--- config.mk ---
export PLATFORM = sky130hd
export DESIGN_NAME = keypad_debounce_single_shot
export DESIGN_NICKNAME = d
export VERILOG_FILES = /design/src/kds_pkg.sv /design/src/kds_in_stage.sv /design/src/kds_core.sv /design/src/kds_out_stage.sv /design/src/keypad_debounce_single_shot.sv
export VERILOG_INCLUDE_DIRS = /design/src /design/src/src
export SDC_FILE = /design/constraint.sdc
export NUM_CORES = 1
export LEC_CHECK = 0
export BUFFER_PORTS_ARGS = -buffer_cell sky130_fd_sc_hd__buf_2
export CAP_MARGIN = 20
export CORE_UTILIZATION = 60
export DETAILED_ROUTE_END_ITERATION = 6
export MAX_ROUTING_LAYER = met4
export PLACE_DENSITY_LB_ADDON = 0.15
export REMOVE_ABC_BUFFERS = 1
export SLEW_MARGIN = 25
export SYNTH_ARGS = -nofsm -noshare
export SYNTH_HDL_FRONTEND = slang
export SYNTH_SLANG_ARGS = --single-unit
--- constraint.sdc ---
create_clock -name aclk -period 7.45 [get_ports aclk]
set_input_delay 0.745 -clock aclk [delete_from_list [all_inputs] [get_ports aclk]]
set_output_delay 0.745 -clock aclk [all_outputs]
set_load 0.1 [all_outputs]
--- src/keypad_debounce_single_shot_defines.svh ---
// ----------------------------------------------------------------------------
// Keypad debounce assertion macros
// Shared property macros for the keypad debounce block checks.
// ----------------------------------------------------------------------------
`ifndef KEYPAD_DEBOUNCE_SINGLE_SHOT_DEFINES_SVH
`define KEYPAD_DEBOUNCE_SINGLE_SHOT_DEFINES_SVH

// Same-cycle implication on aclk under active-low aresetn
`define KDS_ASSERT_NOW(label, ante, cons, msg) \
    label: assert property (@(posedge aclk) disable iff (!aresetn) (ante) |-> (cons)) \
        else $error(msg);

// Next-cycle implication on aclk under active-low aresetn
`define KDS_ASSERT_NEXT(label, ante, cons, msg) \
    label: assert property (@(posedge aclk) disable iff (!aresetn) (ante) |=> (cons)) \
        else $error(msg);

`endif

--- src/kds_pkg.sv ---
// ----------------------------------------------------------------------------
// kds_pkg
// Types, key codes and the character table for the keypad debounce block.
// ----------------------------------------------------------------------------
`default_nettype none

package kds_pkg;

    localparam int KEY_COUNT      = 12;
    localparam int MATRIX_W       = 12;
    localparam int TIME_W         = 32;
    localparam int DEBOUNCE_W     = 16;
    localparam int CHAR_W         = 8;
    localparam int DELTA_W        = 2;
    localparam int IN_TDATA_W     = 48;
    localparam int OUT_TDATA_W    = 16;

    localparam logic [DEBOUNCE_W-1:0] DEBOUNCE_RESET = 16'd25;

    // Key code: 0 = none, 1..12 = key index + 1
    typedef logic [3:0] kds_key_t;

    localparam kds_key_t KEY_NONE = 4'd0;
    localparam kds_key_t KEY_STAR = 4'd10;
    localparam kds_key_t KEY_HASH = 4'd12;

    localparam logic signed [DELTA_W-1:0] NAV_UP   = 2'sb01;
    localparam logic signed [DELTA_W-1:0] NAV_DOWN = 2'sb11;
    localparam logic signed [DELTA_W-1:0] NAV_NONE = 2'sb00;

    // Row-major layout: 1 2 3 / 4 5 6 / 7 8 9 / * 0 #
    localparam logic [CHAR_W-1:0] KEY_CHARS [KEY_COUNT] = '{
        8'h31, 8'h32, 8'h33,
        8'h34, 8'h35, 8'h36,
        8'h37, 8'h38, 8'h39,
        8'h2A, 8'h30, 8'h23
    };

    typedef struct packed {
        logic [MATRIX_W-1:0] pressed_matrix;
        logic [TIME_W-1:0]   now_ms;
    } kds_item_t;

    typedef struct packed {
        logic                       key_valid;
        logic [CHAR_W-1:0]          key_char;
        logic                       nav_valid;
        logic signed [DELTA_W-1:0]  nav_delta;
    } kds_result_t;

    // Lowest set bit wins
    function automatic kds_key_t first_key(input logic [MATRIX_W-1:0] matrix);
        kds_key_t k;
        k = KEY_NONE;
        for (int i = KEY_COUNT - 1; i >= 0; i--) begin
            if (matrix[i]) begin
                k = kds_key_t'(i + 1);
            end
        end
        return k;
    endfunction

    function automatic logic [CHAR_W-1:0] key_to_char(input kds_key_t k);
        logic [CHAR_W-1:0] ch;
        ch = '0;
        if (k != KEY_NONE) begin
            ch = KEY_CHARS[4'(k - 4'd1)];
        end
        return ch;
    endfunction

endpackage

`default_nettype wire

--- src/kds_in_stage.sv ---
// ----------------------------------------------------------------------------
// kds_in_stage
// Input register for poll beats; refills in the cycle it drains.
// ----------------------------------------------------------------------------
`default_nettype none

module kds_in_stage (
    input  wire logic                           aclk,
    input  wire logic                           aresetn,
    input  wire logic                           s_tvalid,
    output logic                                s_tready,
    input  wire logic [kds_pkg::IN_TDATA_W-1:0] s_tdata,  // [11:0] pressed_matrix,
                                                          // [43:12] now_ms, [47:44] zero
    input  wire logic                           take,
    output logic                                item_valid,
    output kds_pkg::kds_item_t                  item
);
    import kds_pkg::*;

    logic      valid_reg;
    logic      valid_next;
    kds_item_t item_reg;

    assign s_tready   = !valid_reg || take;
    assign item_valid = valid_reg;
    assign item       = item_reg;

    always_comb begin
        valid_next = valid_reg;
        if (s_tvalid && s_tready) begin
            valid_next = 1'b1;
        end else if (take) begin
            valid_next = 1'b0;
        end
    end

    always_ff @(posedge aclk) begin
        if (!aresetn) begin
            valid_reg <= 1'b0;
        end else begin
            valid_reg <= valid_next;
        end
    end

    always_ff @(posedge aclk) begin
        if (s_tvalid && s_tready) begin
            item_reg.pressed_matrix <= s_tdata[MATRIX_W-1:0];
            item_reg.now_ms         <= s_tdata[MATRIX_W+TIME_W-1:MATRIX_W];
        end
    end

endmodule

`default_nettype wire

--- src/kds_core.sv ---
// ----------------------------------------------------------------------------
// kds_core
// Key pick, debounce timing and single-shot latch; state advances per poll.
// ----------------------------------------------------------------------------
`default_nettype none

module kds_core (
    input  wire logic                            aclk,
    input  wire logic                            aresetn,
    input  wire logic                            cfg_valid,
    input  wire logic [kds_pkg::DEBOUNCE_W-1:0]  cfg_data,
    input  wire logic                            fire,
    input  wire kds_pkg::kds_item_t              item,
    output kds_pkg::kds_result_t                 result
);
    import kds_pkg::*;

    logic [DEBOUNCE_W-1:0] debounce_reg;
    kds_key_t              reported_reg;
    kds_key_t              reported_next;
    kds_key_t              candidate_reg;
    kds_key_t              candidate_next;
    logic [TIME_W-1:0]     since_reg;
    logic [TIME_W-1:0]     since_next;

    kds_key_t              k;
    logic [TIME_W-1:0]     elapsed;
    logic                  emit;

    assign k       = first_key(item.pressed_matrix);
    assign elapsed = item.now_ms - since_reg;

    always_comb begin
        reported_next  = reported_reg;
        candidate_next = candidate_reg;
        since_next     = since_reg;
        emit           = 1'b0;
        if (k == KEY_NONE) begin
            reported_next  = KEY_NONE;
            candidate_next = KEY_NONE;
        end else if (k == reported_reg) begin
            candidate_next = KEY_NONE;
        end else if (k != candidate_reg) begin
            // new candidate: restart timing
            candidate_next = k;
            since_next     = item.now_ms;
        end else if (elapsed >= {{(TIME_W-DEBOUNCE_W){1'b0}}, debounce_reg}) begin
            reported_next  = k;
            candidate_next = KEY_NONE;
            emit           = 1'b1;
        end
    end

    always_comb begin
        result.key_valid = emit;
        result.key_char  = emit ? key_to_char(k) : '0;
        result.nav_valid = emit && (k == KEY_HASH || k == KEY_STAR);
        result.nav_delta = NAV_NONE;
        if (emit && k == KEY_HASH) begin
            result.nav_delta = NAV_UP;
        end else if (emit && k == KEY_STAR) begin
            result.nav_delta = NAV_DOWN;
        end
    end

    always_ff @(posedge aclk) begin
        if (!aresetn) begin
            debounce_reg  <= DEBOUNCE_RESET;
            reported_reg  <= KEY_NONE;
            candidate_reg <= KEY_NONE;
            since_reg     <= '0;
        end else begin
            if (cfg_valid) begin
                debounce_reg <= cfg_data;
            end
            if (fire) begin
                reported_reg  <= reported_next;
                candidate_reg <= candidate_next;
                since_reg     <= since_next;
            end
        end
    end

endmodule

`default_nettype wire

--- src/kds_out_stage.sv ---
// ----------------------------------------------------------------------------
// kds_out_stage
// Result register; loads a new beat while the current one is being taken.
// ----------------------------------------------------------------------------
`default_nettype none

module kds_out_stage (
    input  wire logic                            aclk,
    input  wire logic                            aresetn,
    input  wire logic                            in_valid,
    output logic                                 take,
    input  wire kds_pkg::kds_result_t            result,
    output logic                                 m_tvalid,
    input  wire logic                            m_tready,
    output logic [kds_pkg::OUT_TDATA_W-1:0]      m_tdata  // [0] key_valid, [8:1] key_char,
                                                          // [9] nav_valid, [11:10] nav_delta,
                                                          // [15:12] zero
);
    import kds_pkg::*;

    logic                   valid_reg;
    logic                   valid_next;
    logic [OUT_TDATA_W-1:0] data_reg;

    assign take     = in_valid && (!valid_reg || m_tready);
    assign m_tvalid = valid_reg;
    assign m_tdata  = data_reg;

    always_comb begin
        valid_next = valid_reg;
        if (take) begin
            valid_next = 1'b1;
        end else if (m_tready) begin
            valid_next = 1'b0;
        end
    end

    always_ff @(posedge aclk) begin
        if (!aresetn) begin
            valid_reg <= 1'b0;
        end else begin
            valid_reg <= valid_next;
        end
    end

    always_ff @(posedge aclk) begin
        if (take) begin
            data_reg <= {4'b0000, result.nav_delta, result.nav_valid,
                         result.key_char, result.key_valid};
        end
    end

endmodule

`default_nettype wire

--- src/keypad_debounce_single_shot.sv ---
// Datapath: an accepted poll beat is held in the input register, then its
//   result is loaded into the result register and driven on m_tdata.
// Throughput: 1 poll per cycle while m_tready is high; key pick, wrapped time
//   subtract and compare fit between the input register and the result register.
// Reset: synchronous active-low aresetn clears both stages, the key latch and
//   candidate, and loads debounce_ms with 25.
// ----------------------------------------------------------------------------
// keypad_debounce_single_shot
// Debounced single-shot reader for a 4x3 keypad with '#'/'*' navigation.
// ----------------------------------------------------------------------------
`default_nettype none

module keypad_debounce_single_shot (
    input  wire logic                            aclk,
    input  wire logic                            aresetn,
    input  wire logic                            cfg_valid,
    output logic                                 cfg_ready,
    input  wire logic [kds_pkg::DEBOUNCE_W-1:0]  cfg_data,   // debounce_ms
    input  wire logic                            s_tvalid,
    output logic                                 s_tready,
    input  wire logic [kds_pkg::IN_TDATA_W-1:0]  s_tdata,    // [11:0] pressed_matrix,
                                                             // [43:12] now_ms, [47:44] zero
    output logic                                 m_tvalid,
    input  wire logic                            m_tready,
    output logic [kds_pkg::OUT_TDATA_W-1:0]      m_tdata     // [0] key_valid, [8:1] key_char,
                                                             // [9] nav_valid,
                                                             // [11:10] nav_delta, [15:12] zero
);
    import kds_pkg::*;
`include "keypad_debounce_single_shot_defines.svh"

    logic        item_valid;
    logic        take;
    logic        event_beat;
    kds_item_t   item;
    kds_result_t result;

    assign cfg_ready  = 1'b1;
    assign event_beat = take && result.key_valid;

    kds_in_stage u_in (
        .aclk       (aclk),
        .aresetn    (aresetn),
        .s_tvalid   (s_tvalid),
        .s_tready   (s_tready),
        .s_tdata    (s_tdata),
        .take       (take),
        .item_valid (item_valid),
        .item       (item)
    );

    kds_core u_core (
        .aclk      (aclk),
        .aresetn   (aresetn),
        .cfg_valid (cfg_valid),
        .cfg_data  (cfg_data),
        .fire      (take),
        .item      (item),
        .result    (result)
    );

    kds_out_stage u_out (
        .aclk     (aclk),
        .aresetn  (aresetn),
        .in_valid (item_valid),
        .take     (take),
        .result   (result),
        .m_tvalid (m_tvalid),
        .m_tready (m_tready),
        .m_tdata  (m_tdata)
    );

    `KDS_ASSERT_NEXT(a_in_loaded, s_tvalid && s_tready, item_valid, "poll beat lost at input")
    `KDS_ASSERT_NEXT(a_out_loaded, take, m_tvalid, "processed poll gave no result")
    `KDS_ASSERT_NEXT(a_event_kept, event_beat, m_tdata[0] && (|m_tdata[8:1]), "key event dropped")
    `KDS_ASSERT_NOW(a_take_ready, take, item_valid, "result taken without a poll")

endmodule

`default_nettype wire
-- Word level (Yosys, flattened, before mapping)
Memory sizes are Yosys's and may differ from the RTL's. A register that Yosys moved wholly into a read port is not among the register bits.
Cells that the tools add are included.
- bits in registers: 106
- bits in read-only memories: 128
- bits of input ports: 69
- output and inout bits: 19
- logic and storage cells: 73
- memories: 1
- memories (name ; depth ; bits a word ; rd ports ; clocked after memory_dff ; write ports ; RTL line ; RTL):
    (name not given) ; 16 ; 8 ; 1 ; 1 ; 0 ; kds_pkg.sv:67 ; ch = KEY_CHARS[4'(k - 4'd1)];
- $add $sub $neg: 2
- $lt $le $gt $ge: 1
- equal/unequal tests: 6
- multiplexer cells: 29
- bitwise gates (word level): 3
- reduce and logical (&&, ||, !) cells: 21
- operators with widths (kind ; number):
    4-bit 2-to-1 mux ; 20
    32-bit by 16-bit greater-or-equal comparator with 1-bit output ; 1
    32-bit subtractor ; 1
    4-bit equality test, second input constant ; 2
    1-bit 2-to-1 mux ; 8
    4-bit AND reduction ; 2
    4-bit nonzero test ; 2
    2-bit nonzero test ; 3
    1-bit logical AND ; 5
    4-bit NOT with 5-bit output ; 1
    4-bit equality test ; 1
    4-bit zero test ; 1
    2-bit by 1-bit inequality test with 1-bit output, second input constant ; 2
    4-bit inequality test ; 1
    2-bit AND reduction ; 2
    4-bit by 1-bit subtractor with 4-bit output, second input constant ; 1
    1-bit zero test ; 3
    1-bit logical OR ; 3
    2-bit 2-to-1 mux ; 1
    1-bit NOT ; 2

-- Logic depth before layout (Yosys ltp)
Gate-level depths: netlist (run 1).
- word-level depth: 18
- mapped depth: 20
- mapped depth without buffers: 19

-- By module
From an unflattened synthesis (run 1), not the netlist that was laid out.
- cells, all modules: 725
- area, all modules: 6835.3 um^2
- modules (own cells, without submodules) (module ; times used ; cells each ; area each (um^2) ; seq. area each (um^2)):
    kds_core ; 1 ; 653 ; 5003.5 ; 1121.1
    kds_in_stage ; 1 ; 49 ; 1378.8 ; 1341.3
    kds_out_stage ; 1 ; 21 ; 441.7 ; 380.4
    keypad_debounce_single_shot ; 1 ; 2 ; 11.3 ; 0.0

-- Least setup slack after synthesis (run 1)
Ideal clock, no wire load.
- path kind: reg2reg
- start: register u_in.item_reg (netlist bit u_in.item[0])
- end: register u_out.data_reg[3], in the netlist u_out.m_tdata[3], data pin
- library setup time: 270 ps
- arrival time: 3811 ps
- required time: 7180 ps
- path slack: 3369 ps
- cell stages (with the launch flop): 18
- path buffers: 0
- period minus slack after synthesis: 4081 ps
- cell sequence: edfxtp_1 > inv_1 > ha_1 > fa_1 > nand2b_1 > a21oi_1 > o21ai_1 > o21ai_1 > xor2_1 > ha_1 > a21o_1 > a2111oi_0 > o211ai_1 > a211o_1 > nor4_2 > nand4_1 > nand3_1 > nor3_1
- longest elaborated chain between the ends: 8
- RTL lines (element ; RTL line ; RTL):
    start, declared ; kds_in_stage.sv:22 ; kds_item_t item_reg;
    32-bit subtractor ; kds_core.sv:31 ; assign elapsed = item.now_ms - since_reg;
    32-bit by 16-bit greater-or-equal comparator with 1-bit output ; kds_core.sv:47 ; end else if (elapsed >= {{(TIME_W-DEBOUNCE_W){1'b0}}, debounce_reg}) begin
    1-bit 2-to-1 mux ; kds_core.sv:47 ;
    1-bit 2-to-1 mux ; kds_core.sv:43 ; end else if (k != candidate_reg) begin
    1-bit 2-to-1 mux ; kds_core.sv:41 ; end else if (k == reported_reg) begin
    1-bit 2-to-1 mux ; kds_core.sv:38 ; if (k == KEY_NONE) begin
    2-bit AND reduction (no line) ; -- ;
    1-bit zero test (no line) ; -- ;
    end, declared ; kds_out_stage.sv:23 ; logic [OUT_TDATA_W-1:0] data_reg;
Every way passes these cells.
A chain may end at the register's enable or synchronous reset.

-- Worst setup path in the final report (run 1)
Ends and elaborated chain as after synthesis.

==> flow_summary_export.csv, run 1 <==
group,metric,value,unit
final_layout,regArea,2783,µm²
worst_setup_path,crit_chain,"inv_1 > ha_1 > fa_1 > nand2b_1 > a21oi_1 > o21ai_1 > o21ai_1 > xor2_1 > ha_1 > a21o_1 > a2111oi_0 > o211ai_1 > a211o_1 > nor4_2 > nand4_1 > nand3_1 > nor3_1",
final_layout,largest_register_ffs,44,
die,ios,88,
detailed_routing,wl_per_cell,15.99,µm
clocking,clock-sinks,112,
timing,finalSetupViolations,0,
timing,slew_headroom,55.47,%
worst_setup_path,worst-setup-path-type,"reg2reg",
pwr,vdd_drop_max,0.2427,mV
detailed_routing,num_vias,5621,
yosys,ys_seq_area_share,40.42,%
timing,rsz0062_at_grt,"false",
clocking,ctsResizeCount,0,
final_layout,final_area,7591,µm²
yosys,synth_cell_types,69,
pwr,clock_power_share,30.8,%
timing,finClkSkew,0.008112,ns
pwr,p_switching,513.3,µW
placement,place_congestion,0.9565,
yosys,synth_edf_count,54,
timing,period_minus_slack,5.029,ns
grt,grt_pass1_wl,25200,µm
yosys,ys_async_sr_fraction,0,%
clocking,ctsHoldBuffers,0,
flow_run,max_cap_viol_count,0,
pwr,seq_power_share,44.4,%
detailed_routing,drc,0,
placement,hpwlAfterDp,11200,µm
pwr,power.internal,1.059,mW
pwr,p_leak,2.995,nW
timing,slew_viol_final,0,
worst_setup_path,critPathSlowestCell,"o21ai_1",
grt,first_global_vias,5425,
pwr,p_sw_share,32.64,%
final_layout,nFillCells,914,
final_layout,fin_util,68.82,%
yosys,postSynthCellCount,759,
placement,io_buffers,76,
final_layout,synthToLayoutAreaGrowth,10.27,%
grt,grt_usage,28.23,%
detailed_routing,wl,15340,µm
worst_setup_path,r2r_slack,2.42,ns
die,die_h,109.1,µm
timing,fmax,198.8,MHz
clocking,numCtsBuffers,9,
clocking,clock_latency,0.37,ns
die,core_area,11030,µm²
final_layout,layout_common_cells,"nand2_1 (78), buf_2 (76), inv_1 (61)",
detailed_routing,drt-initial-drc-count,299,
yosys,synth.avg_cell_area,9.070,µm²
worst_setup_path,cp_data_arrival_time,5.14,ns
die,die_w,109.1,µm
timing,whs,0.4547,ns
final_layout,multi_input_area,3686,µm²
die,initial_core_util,62.41,%
clocking,htree_levels,3,
worst_setup_path,cp_data_required_time,7.56,ns
grt,grt_max_degree,61,
yosys,yosysWarnings,0,
yosys,ys.flop_type,"dfxtp_1",
clocking,cts.path.max_buffers,2,
timing,hold_viol,0,
run_status,status,"completed",
pwr,p_total,1.573,mW
die,placementRows,38,
detailed_routing,vias_per_cell,5.861,
die,dieArea,11910,µm²
final_layout,final_common_cell,"nand2_1",
worst_setup_path,crit_fanout,7,
detailed_routing,drtPass1Iterations,5,
pwr,pwr_density_cell,207.2,nW/µm²
pwr,comb_power_share,24.8,%
grt,antenna_found_initial,0,
timing,post-route-period-util,67.51,%
clocking,root_buffer,"clkbuf_16",
yosys,netlist_area,6884,µm²
worst_setup_path,end_kind,"flip-flop",
worst_setup_path,cp-start-kind,"flip-flop",
yosys,ys_ff_latch,112,
timing,setup_tns,0,ns
detailed_routing,ant_nets,0,
final_layout,final_layout_size_suffix_gt1_share,13.19,%
clocking,clk_pin_slew,0.08,ns
grt,grt_overflow,0,
placement,placed_area,7293,µm²
final_layout,final_nets,935,
clocking,post_cts_buffers,0,
final_layout,antennaDiodeCount,0,
worst_setup_path,slowest_delay,0.50,ns
clocking,cts_tree,"done",
timing,worst_pin_slew,0.6680,ns
worst_hold_path,hp-class,"reg2reg",
-- final timing paths --
check | cells past startpoint | from | to
setup reg to reg | 17 | u_in.item[0]$_DFFE_PP_ | u_out.m_tdata[3]$_SDFFCE_PN0P_
hold reg to reg | 2 | u_core.since_reg[21]$_SDFFE_PN0P_ | u_core.since_reg[21]$_SDFFE_PN0P_
hold / removal | 2 | u_core.since_reg[21]$_SDFFE_PN0P_ | u_core.since_reg[21]$_SDFFE_PN0P_
setup / recovery | 17 | u_in.item[0]$_DFFE_PP_ | u_out.m_tdata[3]$_SDFFCE_PN0P_
-- worst max-delay path: cells and delay by family, from the launching register on --
| family | cells | cell delay [ns] |
|---|---|---|
| adder cells (fa/ha/maj) | 3 | 0.88 |
| AND/OR/NAND/NOR | 5 | 1.33 |
| XOR/XNOR | 1 | 0.19 |
| flip-flops | 1 | 0.34 |
| buffers and inverters | 1 | 0.05 |
| AO/OA/AOI/OAI | 7 | 2.00 |
-- through the flow --
stage	instances	setup slack, ns
after floorplan	722	3.355
after global placement	943	2.423
after detailed placement	943	2.470
after CTS	959	2.443
after global routing	959	2.039
final	959	2.421
-- Yosys cell counts (all sizes together), types with 4 or more instances --
library cell | count | share of area, %
inv | 61 | 3.3
ha | 51 | 9.3
mux2i | 20 | 2.9
o21bai | 6 | 0.65
nor3 | 7 | 0.58
nand2b | 10 | 0.91
nand3 | 48 | 3.5
a21o | 12 | 1.3
nor4 | 6 | 0.73
and3 | 8 | 0.73
nor2b | 22 | 2.0
o21a | 6 | 0.65
xnor2 | 18 | 2.3
or4 | 4 | 0.49
o31ai | 5 | 0.55
o211ai | 8 | 0.87
a211oi | 7 | 0.76
buf | 19 | 1.7
nand4 | 14 | 1.3
a21oi | 47 | 3.5
nand2 | 78 | 4.3
dfxtp | 58 | 17
clkbuf | 23 | 1.3
edfxtp | 54 | 24
o21ai | 30 | 2.2
a21boi | 33 | 3.6
nor2 | 38 | 2.1
xor2 | 12 | 1.6
-- routing by layer --
metal  up-vias  global-route usage [%]  part of all wire [%]
li1       2806                       -                     -
met1      2648                   34.89                    47
met2       151                   45.96                    47
met3        16                   6.754                   5.2
met4         0                   7.819                   1.2
met5         -                       -                     0
-- cells by family (layout without fill, tap and decap cells) --
group | Yosys count | in the layout | share of synthesized area [%]
simple gates | 249 | 249 | 18.01
fa+ha+maj | 52 | 52 | 9.560
compound gates | 189 | 189 | 18.56
xor+xnor | 30 | 30 | 3.926
mux | 21 | 21 | 3.072
other cells | 2 | 7 | 0.1091
buf+inv | 104 | 159 | 6.343
flops | 112 | 112 | 40.42
-- area by class of cell --
type	count	area share, %
Tap cell	140	2.308
Sequential cell	112	36.66
Clock buffer	9	2.967
Clock inverter	7	0.9395
Timing Repair Buffer	81	5.505
Inverter	62	3.066
Multi-Input combinational cell	548	48.56
-- power by group through the flow --
stage	sequential, mW	clock [mW]	combinational [mW]
final	0.699	0.484	0.390
after global routing	0.703	0.519	0.434
after CTS	0.699	0.494	0.388
after detailed placement	0.713	0	0.386
after global placement	0.711	0	0.374
after floorplan	0.733	0	0.263
(Power assumes the default switching activity.)
==> run 2: changes to the inputs <==
Settings changed: CORE_UTILIZATION 60 to 53.
Clock period 7.45 ns to 4.47 ns, I/O delays scaled along.
==> run 2 against run 1 <==
  * Sequential power grew 67%
  * Clock-buffer cell count grew 1
  * Largest power group unchanged
  * Via count grew 3.9%
  * Non-clock buffer count grew 49
  * Sequential cell count is the same
  * Worst setup slack lost 2.2 ns
  * Clock skew grew 0.0014 ns
==> flow_summary_export.csv, run 2 (same netlist as run 1, synthesis figures left out) <==
group,metric,value,unit
run_status,status,"completed",
grt,antenna_found_initial,0,
flow_run,max_cap_viol_count,0,
die,ios,88,
grt,grt_max_degree,45,
timing,post-route-period-util,94.62,%
worst_setup_path,worst-setup-path-type,"reg2reg",
clocking,clock-sinks,112,
grt,first_global_vias,5623,
detailed_routing,num_vias,5838,
detailed_routing,wl_met3,774,µm
placement,place_ws,-0.3167,ns
timing,hold_viol,0,
detailed_routing,wl_per_cell,15.96,µm
clocking,cts_tree,"done",
final_layout,regArea,2783,µm²
timing,slew_viol_final,0,
timing,slew_headroom,49.59,%
grt,grt_overflow,0,
pwr,power.internal,1.838,mW
worst_hold_path,min-delay-start,"s_tdata[36]",
worst_setup_path,cp_data_arrival_time,4.54,ns
pwr,p_sw_share,32.70,%
pwr,pwr_density_cell,332.4,nW/µm²
final_layout,final_nets,984,
timing,period_minus_slack,4.229,ns
die,placementRows,41,
final_layout,fin_util,65.08,%
timing,finClkSkew,0.009510,ns
timing,worst_pin_slew,0.7543,ns
final_layout,nFillCells,1113,
worst_setup_path,timing.rr.end,"u_core.reported_reg[0]$_SDFFE_PN0P_",
worst_setup_path,r2r_slack,0.24,ns
final_layout,synthToLayoutAreaGrowth,19.30,%
clocking,clk_pin_slew,0.08,ns
timing,fmax,236.4,MHz
final_layout,stdcell_count,1040,
detailed_routing,drt-met1-wl,7682,µm
detailed_routing,dr.max_layer_used,"met4",
pwr,seq_power_share,42.8,%
detailed_routing,wl,16600,µm
timing,finalSetupViolations,0,
clocking,cts.path.max_buffers,2,
grt,grt_usage,26.76,%
detailed_routing,met2_length,7917,µm
detailed_routing,ant_nets,0,
die,dieArea,13450,µm²
pwr,vdd_drop_max,0.2730,mV
clocking,numCtsBuffers,9,
placement,io_buffers,76,
clocking,htree_levels,3,
timing,setup_slack,0.2405,ns
pwr,comb_power_share,27.9,%
final_layout,layout_common_cells,"nand2_1 (76), buf_2 (76), inv_1 (61)",
worst_setup_path,worstRegToRegCells,20,
final_layout,antennaDiodeCount,0,
placement,dp_cells,1013,
worst_setup_path,cp_data_required_time,4.78,ns
grt,grt_pass1_wl,26920,µm
final_layout,multi_input_area,3905,µm²
die,die_h,116.0,µm
worst_hold_path,min_delay_path_depth,1,
final_layout,final_layout_size_suffix_gt1_share,20.85,%
clocking,root_buffer,"clkbuf_16",
pwr,clock_power_share,29.3,%
clocking,clock_latency,0.36,ns
worst_setup_path,r2r_start,"u_in.item[2]$_DFFE_PP_",
pwr,p_leak,3.251,nW
worst_setup_path,cp-start-kind,"flip-flop",
worst_setup_path,crit_fanout,4,
pwr,p_switching,892.7,µW
detailed_routing,drt-initial-drc-count,330,
die,initial_core_util,54.55,%
detailed_routing,drc,0,
worst_setup_path,end_kind,"flip-flop",
detailed_routing,drtPass1Iterations,4,
detailed_routing,vias_per_cell,5.613,
worst_hold_path,min_to,"u_in.item[24]$_DFFE_PP_",
placement,place_congestion,0.8893,
die,core_area,12620,µm²
placement,hpwlAfterDp,12170,µm
die,die_w,116.0,µm
final_layout,largest_register_ffs,44,
worst_hold_path,hp-class,"in2reg",
[run 2: cell types whose count changed in the layout (fill, tap and decap cells not counted), sizes merged]
| cell | delta |
|---|---|
| buf | +49 |
| clkbuf | +1 |
| clkinv | +3 |
| clkinvlp | -2 |
| inv | -2 |
[run 2: worst max-delay path by stage]
stage,slack (ns),from,cells after the start,end
final,0.24,u_in.item[2]$_DFFE_PP_,20,u_core.reported_reg[0]$_SDFFE_PN0P_
after global routing,-0.03,u_in.item[2]$_DFFE_PP_,20,u_core.reported_reg[0]$_SDFFE_PN0P_
after CTS,0.009,u_in.item[9]$_DFFE_PP_,18,u_core.reported_reg[0]$_SDFFE_PN0P_
after detailed placement,-0.32,u_in.item[0]$_DFFE_PP_,19,u_out.m_tdata[3]$_SDFFCE_PN0P_
after global placement,-0.28,u_in.item[0]$_DFFE_PP_,19,u_out.m_tdata[3]$_SDFFCE_PN0P_
after floorplan,0.38,u_in.item[0]$_DFFE_PP_,17,u_out.m_tdata[3]$_SDFFCE_PN0P_
[run 2: power by group through the flow]
| stage | sequential (mW) | clock [mW] | combinational (mW) |
|---|---|---|---|
| 2_1_floorplan | 1.22 | 0 | 0.438 |
| 3_3_place_gp | 1.19 | 0 | 0.673 |
| 3_5_place_dp | 1.19 | 0 | 0.694 |
| 4_1_cts | 1.17 | 0.812 | 0.717 |
| 5_1_grt | 1.17 | 0.855 | 0.842 |
| 6_report | 1.17 | 0.801 | 0.762 |
[run 2: metrics by stage]
step	power (mW)	hold WS, ns	instance area [µm²]	setup TNS (ns)
floorplan	1.661	0.4323	6699	0
global placement	1.858	0.4406	7619	-3.215
detailed placement	1.882	0.4459	7619	-3.865
CTS	2.695	0.2416	7986	0
global route	2.870	0.2358	8213	-0.07603
finish	2.730	0.2491	8213	0
[run 2: worst max-delay path: stages, from the launching register on]
cell and delay [ns]:
edfxtp_1 0.41, ha_2 0.35, o211ai_1 0.23, a211o_1 0.20, nand2_2 0.11, o21ai_0 0.21, nand2b_1 0.10, xor2_1 0.15
ha_1 0.29, a21o_1 0.18, nand3_1 0.09, a21oi_1 0.11, a2111oi_4 0.29, o211ai_1 0.13, a211o_1 0.30, nor4_2 0.18
buf_4 0.17, nand4_1 0.16, buf_4 0.21, a21oi_1 0.14, o221a_1 0.18
[run 2: what timing repair did]
item | in CTS | in global routing
hold buffers | 0 | 0
pin swaps | 1 | 15
resized for setup | 8 | 30
setup buffers | 6 | 5
setup endpoints to repair | 18 | 18
[run 2: area by class of cell]
type,count,share of cell area (%)
Clock buffer,10,2.788
Clock inverter,6,0.7617
Inverter,62,2.834
Multi-Input combinational cell,548,47.55
Sequential cell,112,33.88
Tap cell,172,2.620
Timing Repair Buffer,130,9.567
[run 2: layer usage]
metal / up-vias / global-route usage, %
li1: 2902 / -
met1: 2765 / 33.50
met2: 148 / 43.77
met3: 23 / 5.701
met4: 0 / 7.009
met5: - / -
==> run 3: changes to the inputs <==
Settings changed: REMOVE_ABC_BUFFERS 1 to default.
==> run 3 against run 2 <==
  * Via count rose by 0.62%
  * Combinational power rose by 4.7%
  * Worst hold slack improved by 0.0061 ns
  * Critical path type unchanged
  * Core utilization up 1.1 points
  * Sequential power hardly changed
  * First-iteration DRC count up 12%
  * Register-to-register slack got worse by 0.15 ns
  * Global-route usage fell by 0.74 points
  * Sequential cell count unchanged
  * Cell area up 1.6%
  * Sequential share of layout area fell by 0.54 points
  * Routed wire length up 0.32%
==> flow_summary_export.csv, run 3 (same netlist as run 1, synthesis figures left out) <==
group,metric,value,unit
run_status,status,"completed",
clocking,clock-sinks,112,
final_layout,regArea,2783,µm²
final_layout,nFillCells,1063,
final_layout,fin_util,66.13,%
grt,grt_overflow,0,
timing,finalSetupViolations,0,
grt,antenna_found_initial,0,
timing,fmax,228.3,MHz
worst_hold_path,hp-class,"in2reg",
detailed_routing,drc,0,
final_layout,layout_common_cells,"buf_2 (76), nand2_1 (75), inv_1 (61), buf_4 (61), dfxtp_1 (58)",
die,die_w,116.0,µm
placement,place_ws,-0.5011,ns
clocking,ctsHoldBuffers,0,
pwr,vdd_drop_max,0.2700,mV
detailed_routing,vias_per_cell,5.600,
worst_setup_path,crit_fanout,4,
pwr,p_leak,3.315,nW
timing,post-route-period-util,97.99,%
flow_run,max_cap_viol_count,0,
clocking,htree_levels,3,
die,die_h,116.0,µm
worst_setup_path,cp_data_arrival_time,4.49,ns
clocking,clock_latency,0.36,ns
die,core_area,12620,µm²
worst_setup_path,r2r_slack,0.09,ns
placement,io_buffers,76,
worst_setup_path,crit_buf_inv,2,
timing,slew_viol_final,0,
worst_setup_path,critPathSlowestCell,"edfxtp_1",
grt,grt_pass1_wl,26140,µm
final_layout,final_nets,993,
timing,hold_viol,0,
worst_setup_path,cp_top_family,"compound AO/OA/AOI/OAI gates",
grt,first_global_vias,5423,
timing,rsz0062_at_grt,"true",
grt,grt_max_degree,61,
die,dieArea,13450,µm²
placement,place_congestion,0.8819,
detailed_routing,wl_per_cell,15.87,µm
grt,grt_usage,26.02,%
timing,slew_headroom,36.75,%
placement,hpwlAfterDp,12340,µm
clocking,numCtsBuffers,9,
detailed_routing,met2_length,7851,µm
die,ios,88,
detailed_routing,wl_met3,653,µm
die,placementRows,41,
detailed_routing,num_vias,5874,
clocking,cts_tree,"done",
worst_setup_path,end_kind,"flip-flop",
worst_setup_path,cp-start-kind,"flip-flop",
detailed_routing,drt-met1-wl,7907,µm
final_layout,largest_register_ffs,44,
worst_setup_path,crit_chain,"ha_4 > buf_6 > nand3_2 > nor4_2 > a21bo_2 > nand2_2 > xor2_1 > ha_1 > a21o_1 > a21o_1 > a2111oi_4 > buf_4 > o211ai_1 > a211o_1 > nor4_4 > nand4_1 > nand3b_1 > a21oi_1",
final_layout,final_common_cell,"buf_2",
worst_setup_path,path_common_cell,"a21o_1",
final_layout,antennaDiodeCount,0,
worst_setup_path,worst-setup-path-type,"reg2reg",
detailed_routing,ant_nets,0,
clocking,clk_pin_slew,0.08,ns
pwr,p_total,2.790,mW
detailed_routing,drtPass1Iterations,5,
detailed_routing,wl,16650,µm
timing,setup_slack,0.08968,ns
detailed_routing,dr.max_layer_used,"met4",
final_layout,final_area,8346,µm²
pwr,pwr_density_cell,334.3,nW/µm²
placement,placed_area,7694,µm²
worst_setup_path,slowest_delay,0.46,ns
timing,worst_pin_slew,0.9487,ns
final_layout,synthToLayoutAreaGrowth,21.23,%
timing,period_minus_slack,4.380,ns
final_layout,multi_input_area,3938,µm²
timing,finClkSkew,0.006472,ns
clocking,cts.path.max_buffers,2,
detailed_routing,drt-initial-drc-count,370,
clocking,root_buffer,"clkbuf_16",
die,initial_core_util,54.55,%
worst_setup_path,cp_data_required_time,4.58,ns
final_layout,final_layout_size_suffix_gt1_share,22.69,%
-- run 3: repair_timing --
item | CTS | global route
gates resized for setup | 8 | 36
hold endpoints to repair | 0 | 0
endpoints found under the setup margin | 18 | 18
buffers inserted | 1 | 9
pin swaps | 5 | 25
-- run 3: power by group --
group,total (mW),internal (mW),switching [mW]
combinational,0.798,0.332,0.466
clock,0.824,0.403,0.421
sequential,1.17,1.13,0.0329
total,2.79,1.87,0.919
-- run 3: layer usage --
| layer | track usage, % | up-vias |
|---|---|---|
| met4 | 8.120 | 0 |
| met1 | 34.23 | 2793 |
| met3 | 4.027 | 18 |
| li1 | - | 2926 |
| met2 | 41.19 | 137 |
| met5 | - | - |
-- run 3: cell type report --
type                    instances  area share, %
inverters                      62          2.789
clock buffers                   9          2.699
well taps                     172          2.579
clock inverters                 7         0.9895
multi-input cells             548          47.18
repair buffers                139          10.42
flip-flops and latches        112          33.34
-- run 3: per-stage QoR --
step	hold slack [ns]	std cells	setup TNS (ns)
2_1_floorplan	0.4323	764	0
3_3_place_gp	0.4410	1023	-6.348
3_5_place_dp	0.4448	1023	-7.430
4_1_cts	0.2391	1040	0
5_1_grt	0.2382	1049	-0.4552
6_report	0.2552	1049	0
-- run 3: path summary, 6_finish.rpt --
| check | start | end | depth (start not counted) |
|---|---|---|---|
| max reg2reg | u_in.item[11]$_DFFE_PP_ | u_out.m_tdata[9]$_DFFE_PP_ | 18 |
| min | s_tdata[11] | u_in.item[43]$_DFFE_PP_ | 1 |
| min reg2reg | u_core.since_reg[14]$_SDFFE_PN0P_ | u_core.since_reg[14]$_SDFFE_PN0P_ | 2 |
| max | u_in.item[11]$_DFFE_PP_ | u_out.m_tdata[9]$_DFFE_PP_ | 18 |
